==> src/sv/gfd_pkg.sv <==
// ============================================================================
// gfd_pkg
// Shared types and constants of the gaze fixation detector.
// ============================================================================
package gfd_pkg;

    localparam int POS_W    = 24;
    localparam int ID_W     = 16;
    localparam int DT_W     = 20;
    localparam int LIM_W    = 24;
    localparam int SUM_W    = 40;
    localparam int TIME_W   = 32;
    localparam int MEAN_W   = SUM_W + 1;
    localparam int SUB_W    = MEAN_W + 1;
    localparam int A_W      = 50;
    localparam int B_W      = 48;
    localparam int ACC_W    = 96;
    localparam int DIVD_W   = SUM_W;
    localparam int DVS_W    = 16;
    localparam int NB_W     = 6;
    localparam int SPEED_W  = 90;
    localparam int LSQ_W    = 88;
    localparam int C2_W     = 84;
    localparam int SPL2_W   = 48;
    localparam int PADDR_W  = 5;
    localparam int PDATA_W  = 32;

    localparam logic [B_W-1:0] US2_CONST = B_W'(64'd1000000000000);

    localparam logic [NB_W-1:0] NB_DIFF  = NB_W'(25);
    localparam logic [NB_W-1:0] NB_US2   = NB_W'(40);
    localparam logic [NB_W-1:0] NB_DT    = NB_W'(20);
    localparam logic [NB_W-1:0] NB_LIMDT = NB_W'(44);
    localparam logic [NB_W-1:0] NB_SPLIT = NB_W'(24);
    localparam logic [NB_W-1:0] NB_DIV   = NB_W'(40);
    localparam logic [NB_W-1:0] NB_C2    = NB_W'(41);

    localparam logic [2:0] REG_FIX_LIMIT = 3'd0;
    localparam logic [2:0] REG_SAC_LIMIT = 3'd1;
    localparam logic [2:0] REG_SPLIT     = 3'd2;
    localparam logic [2:0] REG_MIN_TIME  = 3'd3;
    localparam logic [2:0] REG_EMIT      = 3'd4;

    localparam logic [ID_W-1:0] NO_TARGET = '1;

    typedef enum logic {
        ALU_MUL,
        ALU_DIV
    } alu_op_t;

    typedef struct packed {
        logic            start;
        alu_op_t         op;
        logic            clear;
        logic [NB_W-1:0] nbits;
    } alu_cmd_t;

    typedef enum logic [4:0] {
        ST_IDLE,
        ST_D2X,
        ST_D2Y,
        ST_D2Z,
        ST_SPD,
        ST_FDT,
        ST_FSQ,
        ST_SDT,
        ST_SSQ,
        ST_SPLSQ,
        ST_DIVX,
        ST_DIVY,
        ST_DIVZ,
        ST_C2X,
        ST_C2Y,
        ST_C2Z,
        ST_CLOSE,
        ST_ADD
    } gfd_state_t;

endpackage

==> src/sv/gfd_if.sv <==
// ============================================================================
// gfd_sample_if / gfd_group_if
// Valid/ready channels for gaze samples in and fixation groups out.
// ============================================================================
interface gfd_sample_if;
    logic                         valid;
    logic                         ready;
    logic                         sample_valid;
    logic signed [15:0]           target_id;
    logic signed [23:0]           pos_x;
    logic signed [23:0]           pos_y;
    logic signed [23:0]           pos_z;
    logic [19:0]                  elapsed_us;

    modport source (output valid, sample_valid, target_id, pos_x, pos_y, pos_z,
                    elapsed_us, input ready);
    modport sink (input valid, sample_valid, target_id, pos_x, pos_y, pos_z,
                  elapsed_us, output ready);
endinterface

interface gfd_group_if;
    logic                         valid;
    logic                         ready;
    logic signed [15:0]           group_target_id;
    logic signed [23:0]           centroid_x;
    logic signed [23:0]           centroid_y;
    logic signed [23:0]           centroid_z;
    logic [31:0]                  fixation_us;

    modport source (output valid, group_target_id, centroid_x, centroid_y,
                    centroid_z, fixation_us, input ready);
    modport sink (input valid, group_target_id, centroid_x, centroid_y,
                  centroid_z, fixation_us, output ready);
endinterface

==> src/sv/gaze_fixation_detector.sv <==
// ============================================================================
// gaze_fixation_detector
// Velocity-threshold fixation grouping of gaze samples with centroid output.
// ============================================================================
// One sample at a time. A fixation sample may also have the group centroid
// and split test evaluated. All of it runs through one bit-serial unit that
// retires one multiplier bit or one quotient bit per cycle. A finished group
// waits in the output register while the next sample is processed; the block
// stalls only if a second group is ready before the first has been taken.
module gaze_fixation_detector #(
    parameter int MAX_GROUP_POINTS = 65535
) (
    input  logic                          clk,
    input  logic                          rst_n,
    gfd_sample_if.sink                    sample_in,
    gfd_group_if.source                   group_out,
    input  logic                          psel,
    input  logic                          penable,
    input  logic                          pwrite,
    input  logic [gfd_pkg::PADDR_W-1:0]   paddr,
    input  logic [gfd_pkg::PDATA_W-1:0]   pwdata,
    output logic [gfd_pkg::PDATA_W-1:0]   prdata,
    output logic                          pready
);
    import gfd_pkg::*;

    localparam int CNT_W = $clog2(MAX_GROUP_POINTS + 1);

    // configuration
    logic [LIM_W-1:0]   fix_lim_reg, sac_lim_reg, split_reg, min_time_reg;
    logic               emit_en_reg;
    logic               cfg_wr;
    logic [2:0]         cfg_idx;

    // sequencer
    gfd_state_t         state_reg, state_next;
    logic               started_reg, started_next;
    logic               mode_fix_reg, mode_fix_next;
    logic               step_done;

    // current sample
    logic signed [POS_W-1:0] px_reg, py_reg, pz_reg;
    logic signed [POS_W-1:0] px_next, py_next, pz_next;
    logic [ID_W-1:0]    id_reg, id_next;
    logic [DT_W-1:0]    dt_reg, dt_next;

    // detector state
    logic signed [POS_W-1:0] lx_reg, ly_reg, lz_reg;
    logic signed [POS_W-1:0] lx_next, ly_next, lz_next;
    logic               open_reg, open_next;
    logic [ID_W-1:0]    gid_reg, gid_next;
    logic signed [SUM_W-1:0] sx_reg, sy_reg, sz_reg;
    logic signed [SUM_W-1:0] sx_next, sy_next, sz_next;
    logic [CNT_W-1:0]   point_count_reg, point_count_next;
    logic [TIME_W-1:0]  time_reg, time_next;

    // intermediate results
    logic [SPEED_W-1:0] speed_reg, speed_next;
    logic [SPL2_W-1:0]  split2_reg, split2_next;
    logic signed [MEAN_W-1:0] mx_reg, my_reg, mz_reg;
    logic signed [MEAN_W-1:0] mx_next, my_next, mz_next;

    // output register
    logic               out_valid_reg, out_valid_next;
    logic [ID_W-1:0]    out_id_reg, out_id_next;
    logic [POS_W-1:0]   out_cx_reg, out_cy_reg, out_cz_reg;
    logic [POS_W-1:0]   out_cx_next, out_cy_next, out_cz_next;
    logic [TIME_W-1:0]  out_time_reg, out_time_next;

    // shared unit
    alu_cmd_t           alu_cmd;
    logic [A_W-1:0]     alu_a;
    logic [B_W-1:0]     alu_b;
    logic               alu_busy;
    logic [ACC_W-1:0]   alu_acc;
    logic [DIVD_W-1:0]  alu_quo;
    logic [DVS_W-1:0]   alu_rem;

    // datapath helpers
    logic signed [SUB_W-1:0]  sub_l, sub_r, sub_d;
    logic [SUB_W-1:0]         sub_mag;
    logic signed [SUM_W-1:0]  sum_sel;
    logic [SUM_W:0]           sum_mag;
    logic [MEAN_W-1:0]        q_adj;
    logic signed [MEAN_W-1:0] mean_val;
    logic                     emit_cond;
    logic                     out_blocked;
    logic [TIME_W:0]          time_sum;
    logic signed [SUM_W:0]    ax_sum, ay_sum, az_sum;

    gfd_alu u_alu (
        .clk   (clk),
        .rst_n (rst_n),
        .cmd   (alu_cmd),
        .a     (alu_a),
        .b     (alu_b),
        .busy  (alu_busy),
        .acc   (alu_acc),
        .quo   (alu_quo),
        .rem   (alu_rem)
    );

    // ------------------------------------------------------------------
    // configuration port
    // ------------------------------------------------------------------
    assign pready  = 1'b1;
    assign cfg_wr  = psel && penable && pwrite;
    assign cfg_idx = paddr[4:2];

    always_ff @(posedge clk or negedge rst_n)
    begin
        if (!rst_n)
        begin
            fix_lim_reg  <= '0;
            sac_lim_reg  <= '0;
            split_reg    <= '0;
            min_time_reg <= '0;
            emit_en_reg  <= 1'b0;
        end
        else if (cfg_wr)
        begin
            unique case (cfg_idx)
                REG_FIX_LIMIT: fix_lim_reg  <= pwdata[LIM_W-1:0];
                REG_SAC_LIMIT: sac_lim_reg  <= pwdata[LIM_W-1:0];
                REG_SPLIT:     split_reg    <= pwdata[LIM_W-1:0];
                REG_MIN_TIME:  min_time_reg <= pwdata[LIM_W-1:0];
                REG_EMIT:      emit_en_reg  <= pwdata[0];
                default:       ;
            endcase
        end
    end

    always_comb
    begin
        unique case (cfg_idx)
            REG_FIX_LIMIT: prdata = PDATA_W'(fix_lim_reg);
            REG_SAC_LIMIT: prdata = PDATA_W'(sac_lim_reg);
            REG_SPLIT:     prdata = PDATA_W'(split_reg);
            REG_MIN_TIME:  prdata = PDATA_W'(min_time_reg);
            REG_EMIT:      prdata = PDATA_W'(emit_en_reg);
            default:       prdata = '0;
        endcase
    end

    // ------------------------------------------------------------------
    // registers
    // ------------------------------------------------------------------
    always_ff @(posedge clk or negedge rst_n)
    begin
        if (!rst_n)
        begin
            state_reg       <= ST_IDLE;
            started_reg     <= 1'b0;
            mode_fix_reg    <= 1'b0;
            lx_reg          <= -24'sd256;
            ly_reg          <= -24'sd256;
            lz_reg          <= -24'sd256;
            open_reg        <= 1'b0;
            gid_reg         <= NO_TARGET;
            sx_reg          <= '0;
            sy_reg          <= '0;
            sz_reg          <= '0;
            point_count_reg <= '0;
            time_reg        <= '0;
            out_valid_reg   <= 1'b0;
        end
        else
        begin
            state_reg       <= state_next;
            started_reg     <= started_next;
            mode_fix_reg    <= mode_fix_next;
            lx_reg          <= lx_next;
            ly_reg          <= ly_next;
            lz_reg          <= lz_next;
            open_reg        <= open_next;
            gid_reg         <= gid_next;
            sx_reg          <= sx_next;
            sy_reg          <= sy_next;
            sz_reg          <= sz_next;
            point_count_reg <= point_count_next;
            time_reg        <= time_next;
            out_valid_reg   <= out_valid_next;
        end
    end

    always_ff @(posedge clk)
    begin
        px_reg       <= px_next;
        py_reg       <= py_next;
        pz_reg       <= pz_next;
        id_reg       <= id_next;
        dt_reg       <= dt_next;
        speed_reg    <= speed_next;
        split2_reg   <= split2_next;
        mx_reg       <= mx_next;
        my_reg       <= my_next;
        mz_reg       <= mz_next;
        out_id_reg   <= out_id_next;
        out_cx_reg   <= out_cx_next;
        out_cy_reg   <= out_cy_next;
        out_cz_reg   <= out_cz_next;
        out_time_reg <= out_time_next;
    end

    // ------------------------------------------------------------------
    // operand selection
    // ------------------------------------------------------------------
    always_comb
    begin
        sub_l   = '0;
        sub_r   = '0;
        sum_sel = '0;
        unique case (state_reg)
            ST_D2X:  begin sub_l = SUB_W'(px_reg); sub_r = SUB_W'(lx_reg); end
            ST_D2Y:  begin sub_l = SUB_W'(py_reg); sub_r = SUB_W'(ly_reg); end
            ST_D2Z:  begin sub_l = SUB_W'(pz_reg); sub_r = SUB_W'(lz_reg); end
            ST_C2X:  begin sub_l = SUB_W'(px_reg); sub_r = SUB_W'(mx_reg); end
            ST_C2Y:  begin sub_l = SUB_W'(py_reg); sub_r = SUB_W'(my_reg); end
            ST_C2Z:  begin sub_l = SUB_W'(pz_reg); sub_r = SUB_W'(mz_reg); end
            ST_DIVX: sum_sel = sx_reg;
            ST_DIVY: sum_sel = sy_reg;
            ST_DIVZ: sum_sel = sz_reg;
            default: ;
        endcase
        sub_d   = sub_l - sub_r;
        sub_mag = sub_d[SUB_W-1] ? SUB_W'(-sub_d) : SUB_W'(sub_d);
        sum_mag = sum_sel[SUM_W-1] ? (SUM_W+1)'(-(SUM_W+1)'(sum_sel))
                                   : (SUM_W+1)'(sum_sel);
        // floor toward minus infinity
        q_adj   = MEAN_W'(alu_quo)
                + MEAN_W'(sum_sel[SUM_W-1] && (alu_rem != '0));
        if (point_count_reg == '0)
        begin
            mean_val = '0;
        end
        else
        begin
            mean_val = sum_sel[SUM_W-1] ? -$signed(q_adj) : $signed(q_adj);
        end
    end

    always_comb
    begin
        alu_cmd.start = (state_reg != ST_IDLE) && (state_reg != ST_CLOSE)
                     && (state_reg != ST_ADD) && !started_reg;
        alu_cmd.op    = ALU_MUL;
        alu_cmd.clear = 1'b1;
        alu_cmd.nbits = NB_DIFF;
        alu_a         = '0;
        alu_b         = '0;
        unique case (state_reg)
            ST_D2X, ST_D2Y, ST_D2Z:
            begin
                alu_cmd.clear = (state_reg == ST_D2X);
                alu_a = A_W'(sub_mag);
                alu_b = B_W'(sub_mag);
            end
            ST_SPD:
            begin
                alu_cmd.nbits = NB_US2;
                alu_a = alu_acc[A_W-1:0];
                alu_b = US2_CONST;
            end
            ST_FDT, ST_SDT:
            begin
                alu_cmd.nbits = NB_DT;
                alu_a = (state_reg == ST_FDT) ? A_W'(fix_lim_reg) : A_W'(sac_lim_reg);
                alu_b = B_W'(dt_reg);
            end
            ST_FSQ, ST_SSQ:
            begin
                alu_cmd.nbits = NB_LIMDT;
                alu_a = A_W'(alu_acc[43:0]);
                alu_b = B_W'(alu_acc[43:0]);
            end
            ST_SPLSQ:
            begin
                alu_cmd.nbits = NB_SPLIT;
                alu_a = A_W'(split_reg);
                alu_b = B_W'(split_reg);
            end
            ST_DIVX, ST_DIVY, ST_DIVZ:
            begin
                alu_cmd.op    = ALU_DIV;
                alu_cmd.nbits = NB_DIV;
                alu_a = A_W'(sum_mag);
                alu_b = B_W'(DVS_W'(point_count_reg));
            end
            ST_C2X, ST_C2Y, ST_C2Z:
            begin
                alu_cmd.clear = (state_reg == ST_C2X);
                alu_cmd.nbits = NB_C2;
                alu_a = A_W'(sub_mag);
                alu_b = B_W'(sub_mag);
            end
            default: ;
        endcase
    end

    // ------------------------------------------------------------------
    // sequencer
    // ------------------------------------------------------------------
    assign step_done   = started_reg && !alu_busy;
    assign emit_cond   = open_reg && emit_en_reg && (time_reg >= TIME_W'(min_time_reg));
    assign out_blocked = out_valid_reg && !group_out.ready;
    assign time_sum    = (TIME_W+1)'(time_reg) + (TIME_W+1)'(dt_reg);
    assign ax_sum      = (SUM_W+1)'(sx_reg) + (SUM_W+1)'(px_reg);
    assign ay_sum      = (SUM_W+1)'(sy_reg) + (SUM_W+1)'(py_reg);
    assign az_sum      = (SUM_W+1)'(sz_reg) + (SUM_W+1)'(pz_reg);
    assign sample_in.ready = (state_reg == ST_IDLE);

    always_comb
    begin
        state_next       = state_reg;
        started_next     = started_reg;
        mode_fix_next    = mode_fix_reg;
        px_next          = px_reg;
        py_next          = py_reg;
        pz_next          = pz_reg;
        id_next          = id_reg;
        dt_next          = dt_reg;
        lx_next          = lx_reg;
        ly_next          = ly_reg;
        lz_next          = lz_reg;
        open_next        = open_reg;
        gid_next         = gid_reg;
        sx_next          = sx_reg;
        sy_next          = sy_reg;
        sz_next          = sz_reg;
        point_count_next = point_count_reg;
        time_next        = time_reg;
        speed_next       = speed_reg;
        split2_next      = split2_reg;
        mx_next          = mx_reg;
        my_next          = my_reg;
        mz_next          = mz_reg;
        out_valid_next   = out_blocked;
        out_id_next      = out_id_reg;
        out_cx_next      = out_cx_reg;
        out_cy_next      = out_cy_reg;
        out_cz_next      = out_cz_reg;
        out_time_next    = out_time_reg;

        if (alu_cmd.start)
        begin
            started_next = 1'b1;
        end
        else if (step_done)
        begin
            started_next = 1'b0;
        end

        unique case (state_reg)
            ST_IDLE:
            begin
                if (sample_in.valid)
                begin
                    px_next = sample_in.pos_x;
                    py_next = sample_in.pos_y;
                    pz_next = sample_in.pos_z;
                    id_next = sample_in.target_id;
                    dt_next = (sample_in.elapsed_us == '0) ? DT_W'(1)
                                                           : sample_in.elapsed_us;
                    if (sample_in.sample_valid)
                    begin
                        state_next = ST_D2X;
                    end
                end
            end
            ST_D2X:
            begin
                if (step_done) state_next = ST_D2Y;
            end
            ST_D2Y:
            begin
                if (step_done) state_next = ST_D2Z;
            end
            ST_D2Z:
            begin
                if (step_done)
                begin
                    lx_next = px_reg;
                    ly_next = py_reg;
                    lz_next = pz_reg;
                    state_next = (id_reg == NO_TARGET) ? ST_IDLE : ST_SPD;
                end
            end
            ST_SPD:
            begin
                if (step_done)
                begin
                    speed_next = alu_acc[SPEED_W-1:0];
                    state_next = ST_FDT;
                end
            end
            ST_FDT:
            begin
                if (step_done) state_next = ST_FSQ;
            end
            ST_FSQ:
            begin
                if (step_done)
                begin
                    if (speed_reg < SPEED_W'(alu_acc[LSQ_W-1:0]))
                    begin
                        mode_fix_next = 1'b1;
                        if (!open_reg)
                        begin
                            open_next        = 1'b1;
                            gid_next         = id_reg;
                            sx_next          = '0;
                            sy_next          = '0;
                            sz_next          = '0;
                            point_count_next = '0;
                            time_next        = '0;
                            state_next       = ST_ADD;
                        end
                        else if (point_count_reg == '0)
                        begin
                            state_next = ST_ADD;
                        end
                        else
                        begin
                            state_next = ST_SPLSQ;
                        end
                    end
                    else
                    begin
                        state_next = ST_SDT;
                    end
                end
            end
            ST_SDT:
            begin
                if (step_done) state_next = ST_SSQ;
            end
            ST_SSQ:
            begin
                if (step_done)
                begin
                    if ((speed_reg > SPEED_W'(alu_acc[LSQ_W-1:0])) && open_reg)
                    begin
                        mode_fix_next = 1'b0;
                        state_next    = ST_DIVX;
                    end
                    else
                    begin
                        state_next = ST_IDLE;
                    end
                end
            end
            ST_SPLSQ:
            begin
                if (step_done)
                begin
                    split2_next = alu_acc[SPL2_W-1:0];
                    state_next  = ST_DIVX;
                end
            end
            ST_DIVX:
            begin
                if (step_done)
                begin
                    mx_next    = mean_val;
                    state_next = ST_DIVY;
                end
            end
            ST_DIVY:
            begin
                if (step_done)
                begin
                    my_next    = mean_val;
                    state_next = ST_DIVZ;
                end
            end
            ST_DIVZ:
            begin
                if (step_done)
                begin
                    mz_next    = mean_val;
                    state_next = mode_fix_reg ? ST_C2X : ST_CLOSE;
                end
            end
            ST_C2X:
            begin
                if (step_done) state_next = ST_C2Y;
            end
            ST_C2Y:
            begin
                if (step_done) state_next = ST_C2Z;
            end
            ST_C2Z:
            begin
                if (step_done)
                begin
                    state_next = (alu_acc[C2_W-1:0] > C2_W'(split2_reg)) ? ST_CLOSE
                                                                        : ST_ADD;
                end
            end
            ST_CLOSE:
            begin
                if (!out_blocked)
                begin
                    if (emit_cond)
                    begin
                        out_valid_next = 1'b1;
                        out_id_next    = gid_reg;
                        out_cx_next    = mx_reg[POS_W-1:0];
                        out_cy_next    = my_reg[POS_W-1:0];
                        out_cz_next    = mz_reg[POS_W-1:0];
                        out_time_next  = time_reg;
                    end
                    open_next = 1'b0;
                    if (mode_fix_reg)
                    begin
                        open_next        = 1'b1;
                        gid_next         = id_reg;
                        sx_next          = '0;
                        sy_next          = '0;
                        sz_next          = '0;
                        point_count_next = '0;
                        time_next        = '0;
                        state_next       = ST_ADD;
                    end
                    else
                    begin
                        state_next = ST_IDLE;
                    end
                end
            end
            ST_ADD:
            begin
                if (point_count_reg < CNT_W'(MAX_GROUP_POINTS))
                begin
                    sx_next = (ax_sum[SUM_W] != ax_sum[SUM_W-1])
                            ? {ax_sum[SUM_W], {(SUM_W-1){~ax_sum[SUM_W]}}}
                            : ax_sum[SUM_W-1:0];
                    sy_next = (ay_sum[SUM_W] != ay_sum[SUM_W-1])
                            ? {ay_sum[SUM_W], {(SUM_W-1){~ay_sum[SUM_W]}}}
                            : ay_sum[SUM_W-1:0];
                    sz_next = (az_sum[SUM_W] != az_sum[SUM_W-1])
                            ? {az_sum[SUM_W], {(SUM_W-1){~az_sum[SUM_W]}}}
                            : az_sum[SUM_W-1:0];
                    point_count_next = point_count_reg + 1'b1;
                end
                time_next  = time_sum[TIME_W] ? '1 : time_sum[TIME_W-1:0];
                state_next = ST_IDLE;
            end
            default:
            begin
                state_next = ST_IDLE;
            end
        endcase
    end

    assign group_out.valid           = out_valid_reg;
    assign group_out.group_target_id = out_id_reg;
    assign group_out.centroid_x      = out_cx_reg;
    assign group_out.centroid_y      = out_cy_reg;
    assign group_out.centroid_z      = out_cz_reg;
    assign group_out.fixation_us     = out_time_reg;

`ifndef SYNTHESIS
    a_start_when_free: assert property (@(posedge clk) disable iff (!rst_n)
        alu_cmd.start |-> !alu_busy)
        else $error("shared unit started while busy");

    a_count_bound: assert property (@(posedge clk) disable iff (!rst_n)
        point_count_reg <= CNT_W'(MAX_GROUP_POINTS))
        else $error("point count above limit");

    a_add_nonempty: assert property (@(posedge clk) disable iff (!rst_n)
        (state_reg == ST_ADD) |=> (point_count_reg != '0))
        else $error("group empty after adding a point");
`endif

endmodule

==> src/sv/gfd_alu.sv <==
// ============================================================================
// gfd_alu
// Bit-serial shift-add multiply-accumulate and restoring divide unit.
// ============================================================================
module gfd_alu (
    input  logic                      clk,
    input  logic                      rst_n,
    input  gfd_pkg::alu_cmd_t         cmd,
    input  logic [gfd_pkg::A_W-1:0]   a,
    input  logic [gfd_pkg::B_W-1:0]   b,
    output logic                      busy,
    output logic [gfd_pkg::ACC_W-1:0] acc,
    output logic [gfd_pkg::DIVD_W-1:0] quo,
    output logic [gfd_pkg::DVS_W-1:0] rem
);
    import gfd_pkg::*;

    alu_op_t            op_reg, op_next;
    logic [NB_W-1:0]    cnt_reg, cnt_next;
    logic [ACC_W-1:0]   acc_reg, acc_next;
    logic [ACC_W-1:0]   mcand_reg, mcand_next;
    logic [B_W-1:0]     mplier_reg, mplier_next;
    logic [DIVD_W-1:0]  quo_reg, quo_next;
    logic [DVS_W-1:0]   rem_reg, rem_next;
    logic [DVS_W-1:0]   dvs_reg, dvs_next;
    logic [DVS_W:0]     trial;
    logic [DVS_W:0]     trial_diff;

    always_ff @(posedge clk or negedge rst_n)
    begin
        if (!rst_n)
        begin
            op_reg  <= ALU_MUL;
            cnt_reg <= '0;
        end
        else
        begin
            op_reg  <= op_next;
            cnt_reg <= cnt_next;
        end
    end

    always_ff @(posedge clk)
    begin
        acc_reg    <= acc_next;
        mcand_reg  <= mcand_next;
        mplier_reg <= mplier_next;
        quo_reg    <= quo_next;
        rem_reg    <= rem_next;
        dvs_reg    <= dvs_next;
    end

    always_comb
    begin
        op_next     = op_reg;
        cnt_next    = cnt_reg;
        acc_next    = acc_reg;
        mcand_next  = mcand_reg;
        mplier_next = mplier_reg;
        quo_next    = quo_reg;
        rem_next    = rem_reg;
        dvs_next    = dvs_reg;
        trial       = {rem_reg, quo_reg[DIVD_W-1]};
        trial_diff  = trial - {1'b0, dvs_reg};

        if (cmd.start)
        begin
            op_next     = cmd.op;
            cnt_next    = cmd.nbits;
            mcand_next  = ACC_W'(a);
            mplier_next = b;
            quo_next    = a[DIVD_W-1:0];
            rem_next    = '0;
            dvs_next    = b[DVS_W-1:0];
            if (cmd.clear)
            begin
                acc_next = '0;
            end
        end
        else if (cnt_reg != '0)
        begin
            cnt_next = cnt_reg - 1'b1;
            unique case (op_reg)
                ALU_MUL:
                begin
                    if (mplier_reg[0])
                    begin
                        acc_next = acc_reg + mcand_reg;
                    end
                    mcand_next  = {mcand_reg[ACC_W-2:0], 1'b0};
                    mplier_next = {1'b0, mplier_reg[B_W-1:1]};
                end
                ALU_DIV:
                begin
                    if (!trial_diff[DVS_W])
                    begin
                        rem_next = trial_diff[DVS_W-1:0];
                        quo_next = {quo_reg[DIVD_W-2:0], 1'b1};
                    end
                    else
                    begin
                        rem_next = trial[DVS_W-1:0];
                        quo_next = {quo_reg[DIVD_W-2:0], 1'b0};
                    end
                end
                default:
                begin
                    cnt_next = '0;
                end
            endcase
        end
    end

    assign busy = (cnt_reg != '0);
    assign acc  = acc_reg;
    assign quo  = quo_reg;
    assign rem  = rem_reg;

endmodule

==> src/flat_wrapper.sv <==
// flat-port wrapper written by rule: the top's interface ports become plain ports
module gaze_fixation_detector_flat import gfd_pkg::*;
#(
    parameter int MAX_GROUP_POINTS = 65535
)
  (clk, rst_n, psel, penable, pwrite, paddr, pwdata, prdata, pready, sample_in_valid, sample_in_sample_valid, sample_in_target_id, sample_in_pos_x, sample_in_pos_y, sample_in_pos_z, sample_in_elapsed_us, sample_in_ready, group_out_valid, group_out_group_target_id, group_out_centroid_x, group_out_centroid_y, group_out_centroid_z, group_out_fixation_us, group_out_ready);
  gfd_sample_if sample_in_i ();
  gfd_group_if group_out_i ();
  input  logic clk;
  input  logic rst_n;
  input  logic psel;
  input  logic penable;
  input  logic pwrite;
  input  logic [gfd_pkg::PADDR_W-1:0] paddr;
  input  logic [gfd_pkg::PDATA_W-1:0] pwdata;
  output logic [gfd_pkg::PDATA_W-1:0] prdata;
  output logic pready;
  input wire logic [$bits(sample_in_i.valid)-1:0] sample_in_valid;
  input wire logic [$bits(sample_in_i.sample_valid)-1:0] sample_in_sample_valid;
  input wire logic [$bits(sample_in_i.target_id)-1:0] sample_in_target_id;
  input wire logic [$bits(sample_in_i.pos_x)-1:0] sample_in_pos_x;
  input wire logic [$bits(sample_in_i.pos_y)-1:0] sample_in_pos_y;
  input wire logic [$bits(sample_in_i.pos_z)-1:0] sample_in_pos_z;
  input wire logic [$bits(sample_in_i.elapsed_us)-1:0] sample_in_elapsed_us;
  output wire logic [$bits(sample_in_i.ready)-1:0] sample_in_ready;
  output wire logic [$bits(group_out_i.valid)-1:0] group_out_valid;
  output wire logic [$bits(group_out_i.group_target_id)-1:0] group_out_group_target_id;
  output wire logic [$bits(group_out_i.centroid_x)-1:0] group_out_centroid_x;
  output wire logic [$bits(group_out_i.centroid_y)-1:0] group_out_centroid_y;
  output wire logic [$bits(group_out_i.centroid_z)-1:0] group_out_centroid_z;
  output wire logic [$bits(group_out_i.fixation_us)-1:0] group_out_fixation_us;
  input wire logic [$bits(group_out_i.ready)-1:0] group_out_ready;
  assign sample_in_i.valid = sample_in_valid;
  assign sample_in_i.sample_valid = sample_in_sample_valid;
  assign sample_in_i.target_id = sample_in_target_id;
  assign sample_in_i.pos_x = sample_in_pos_x;
  assign sample_in_i.pos_y = sample_in_pos_y;
  assign sample_in_i.pos_z = sample_in_pos_z;
  assign sample_in_i.elapsed_us = sample_in_elapsed_us;
  assign sample_in_ready = sample_in_i.ready;
  assign group_out_valid = group_out_i.valid;
  assign group_out_group_target_id = group_out_i.group_target_id;
  assign group_out_centroid_x = group_out_i.centroid_x;
  assign group_out_centroid_y = group_out_i.centroid_y;
  assign group_out_centroid_z = group_out_i.centroid_z;
  assign group_out_fixation_us = group_out_i.fixation_us;
  assign group_out_i.ready = group_out_ready;
  gaze_fixation_detector #(.MAX_GROUP_POINTS(MAX_GROUP_POINTS)) u_core (.clk(clk), .rst_n(rst_n), .sample_in(sample_in_i), .group_out(group_out_i), .psel(psel), .penable(penable), .pwrite(pwrite), .paddr(paddr), .pwdata(pwdata), .prdata(prdata), .pready(pready));
endmodule
==> config.mk <==
export PLATFORM = sky130hd
export DESIGN_NAME = gaze_fixation_detector_flat
export DESIGN_NICKNAME = d
export VERILOG_FILES = /design/src/sv/gfd_pkg.sv /design/src/sv/gfd_if.sv /design/src/sv/gaze_fixation_detector.sv /design/src/sv/gfd_alu.sv /design/src/flat_wrapper.sv
export SDC_FILE = /design/constraint.sdc
export NUM_CORES = 2
export LEC_CHECK = 0
export ABC_AREA = 1
export BUFFER_PORTS_ARGS = -buffer_cell sky130_fd_sc_hd__buf_2
export CAP_MARGIN = 0
export CORE_ASPECT_RATIO = 0.6
export CORE_MARGIN = 10
export CORE_UTILIZATION = 50
export DETAILED_ROUTE_END_ITERATION = 6
export PLACE_DENSITY_LB_ADDON = 0.1
export SYNTH_ARGS = -nofsm -noshare
export SYNTH_HDL_FRONTEND = slang
export SYNTH_SLANG_ARGS = --single-unit
==> constraint.sdc <==
create_clock -name clk -period 20.3 [get_ports clk]
set_input_delay 3.045 -clock clk [delete_from_list [all_inputs] [get_ports clk]]
set_output_delay 3.045 -clock clk [all_outputs]
set_load 0.005 [all_outputs]
==> results.toml <==
[clock_tree]
postCtsSetupBuffers = 0
clock_sinks = 1154
htree_num_levels = 3
clock_latency_ns = 0.79
cts_tree = "yes"
clk_pin_slew_ns = 0.06
root_buffer = "clkbuf_16"
cts_buffers = 111
cts_max_path_buffers = 3
cts_hold_buf = 0
post_cts_resized = 0

[place]
hpwlAfterDp_mm = 237.4
port-buffer-count = 288
post-place-ws_ns = 12.85
place_congestion = 1.045
placed_cells = 11171

[synth]
synth_cell_types = 76
ys_seq_area_share_pct = 44.12
synth_top_area_share_pct = 29.88
synth_seq_cells = 1154
syn_area_per_cell_sq_um = 8.035
synth-async-reset-ratio_pct = 31.98
syn_area_sq_mm = 0.07327
ys_warn_count = 0
synth_cells = 9119
synth-edff-count = 729
ys_top_cells_by_area = "edfxtp_1, nand2_1, dfrtp_1"
synth_ff_type = "edfxtp_1"
synth_top_cell_by_area = "edfxtp_1"

[routing]
drtIter0Drc = 10506
drc = 2
drt_wl_total_mm = 297.8
vias = 68725
antenna_left = 0
vias_per_cell = 6.034
first_pass_iters = 7
wl_per_cell_microns = 26.15

[outcome]
status = "finished with violations"
violations = "design-rule violations"

[run]
max_cap_viol_count = 0

[setup_path]
cp_data_required_time_ns = 17.26
arrival_ns = 4.51
worstSetupPathType = "input pin to output pin"
worstPathMaxFanout = 25
cp-end-kind = "output pin"
r2r_slack_ns = 12.86
cp-start-kind = "input pin"

[global_routing]
grt_usage_pct = 35.37
grt_pass1_wl_mm = 425.8
grt_start_max_net_pins = 120
grt_pass1_vias = 61241
overflow = 0
antenna_found_initial = 24

[timing]
slew_headroom_pct = 3.899
period_share_pct = 37.19
setup_violations = 0
worst_pin_slew_ns = 1.428
tns_ns = 0
fmax_mhz = 132.4
fin_skew_ns = 0.04744
fin_ws_ns = 12.75
drv_slew = 0
rsz0062_at_grt = "false"
hold_viol_final = 0
min_period_ns = 7.551

[die]
rows = 108
die_w_microns = 514.2
ios = 308
start_util_pct = 50.48
dieArea_sq_mm = 0.1627
coreArea_sq_mm = 0.1451
die_h_microns = 316.5

[cells_and_area]
drive_above_1_share_pct = 8.629
layout_commonest_cell = "nand2_1"
area_growth_pct = 10.01
post-route-util_pct = 55.54
fin_cells = 11389
layout.nets = 9973
layout_common_cells = "nand2_1, inv_1, nor2_1"

[power_and_ir_drop]
ir_drop_mv = 0.1221
p_per_area_mw_per_mm2 = 195.2
power.leakage_nw = 36.53

[hold_path]
hp-class = "flip-flop to flip-flop"
==> Yosys cell counts (all sizes together) (59+ instances only) <==
master  count
o21a       81
a31oi      59
clkbuf    168
a21oi     648
nand2    2223
edfxtp    729
dfstp      64
inv      1168
ha        454
nand3     347
nand4     131
xnor2      72
buf        82
o21ai     836
dfrtp     305
nor3      128
nor2      911
xor2      134
==> final timing paths <==
path,cells past startpoint,startpoint,end
min in group asynchronous,1,rst_n,u_core.sy_reg[15]$_DFFE_PN0P_
hold / removal,0,u_core.my_reg[20]$_DFFE_PP_,u_core.group_out.centroid_y[20]$_DFFE_PP_
max in group asynchronous,3,rst_n,u_core.lz_reg[7]$_DFFE_PN0P_
setup / recovery,7,paddr[3],prdata[18]
setup reg to reg,27,u_core.state_reg[4]$_DFFE_PN0P_,u_core.u_alu.quo[10]$_DFFE_PP_
hold reg to reg,0,u_core.my_reg[20]$_DFFE_PP_,u_core.group_out.centroid_y[20]$_DFFE_PP_
==> cell type report <==
cell class	count	area, sq um
clock inverters	69	757.0
flip-flops and latches	1154	32330
well taps	1925	2409
fillers	13643	64520
multi-input cells	6549	35610
diodes	8	20.02
inverters	1173	4414
clock buffers	141	3003
repair buffers	370	2067
==> routing by layer <==
metal  vias up  share of wire, %  track usage [%]
li1      31388                 -                -
met1     32717                46            54.92
met2      4240                33            40.54
met3       350                19            20.84
met4        30               1.8            6.148
met5         -              0.16                0
==> critical path, stage by stage <==
cell,delay (ns)
buf_2,0.12
nor2_1,0.18
nand2_1,0.09
inv_2,0.43
nand2_1,0.10
nand3_1,0.33
buf_2,0.19
==> through the flow <==
stage / hold WS [ns] / power, mW / instance area [sq um]
5_1_grt: 0.4588 / 16.73 / 80590
3_5_place_dp: 0.4349 / 13.02 / 76820
3_3_place_gp: 0.4312 / 12.92 / 76820
6_report: 0.4508 / 15.74 / 80600
4_1_cts: 0.4504 / 15.27 / 80580
2_1_floorplan: 0.4249 / 9.889 / 73290
==> power breakdown <==
group          internal [mW]  switching, mW
combinational           2.62           6.68
sequential              3.44          0.785
clock                   1.20           1.01
==> cells by family (layout without fill, tap and decap cells) <==
family / count (synthesis) / count (layout) / synth area share [%]
buf+inv: 1423 / 1753 / 7.569
compound gates: 1998 / 1998 / 15.54
flops: 1154 / 1154 / 44.12
fa+ha+maj: 461 / 461 / 7.944
mux: 23 / 23 / 0.3535
simple gates: 3852 / 3852 / 21.97
xor+xnor: 206 / 206 / 2.493
other cells: 2 / 17 / 0.01025
Power figures use the tool's default switching activity.
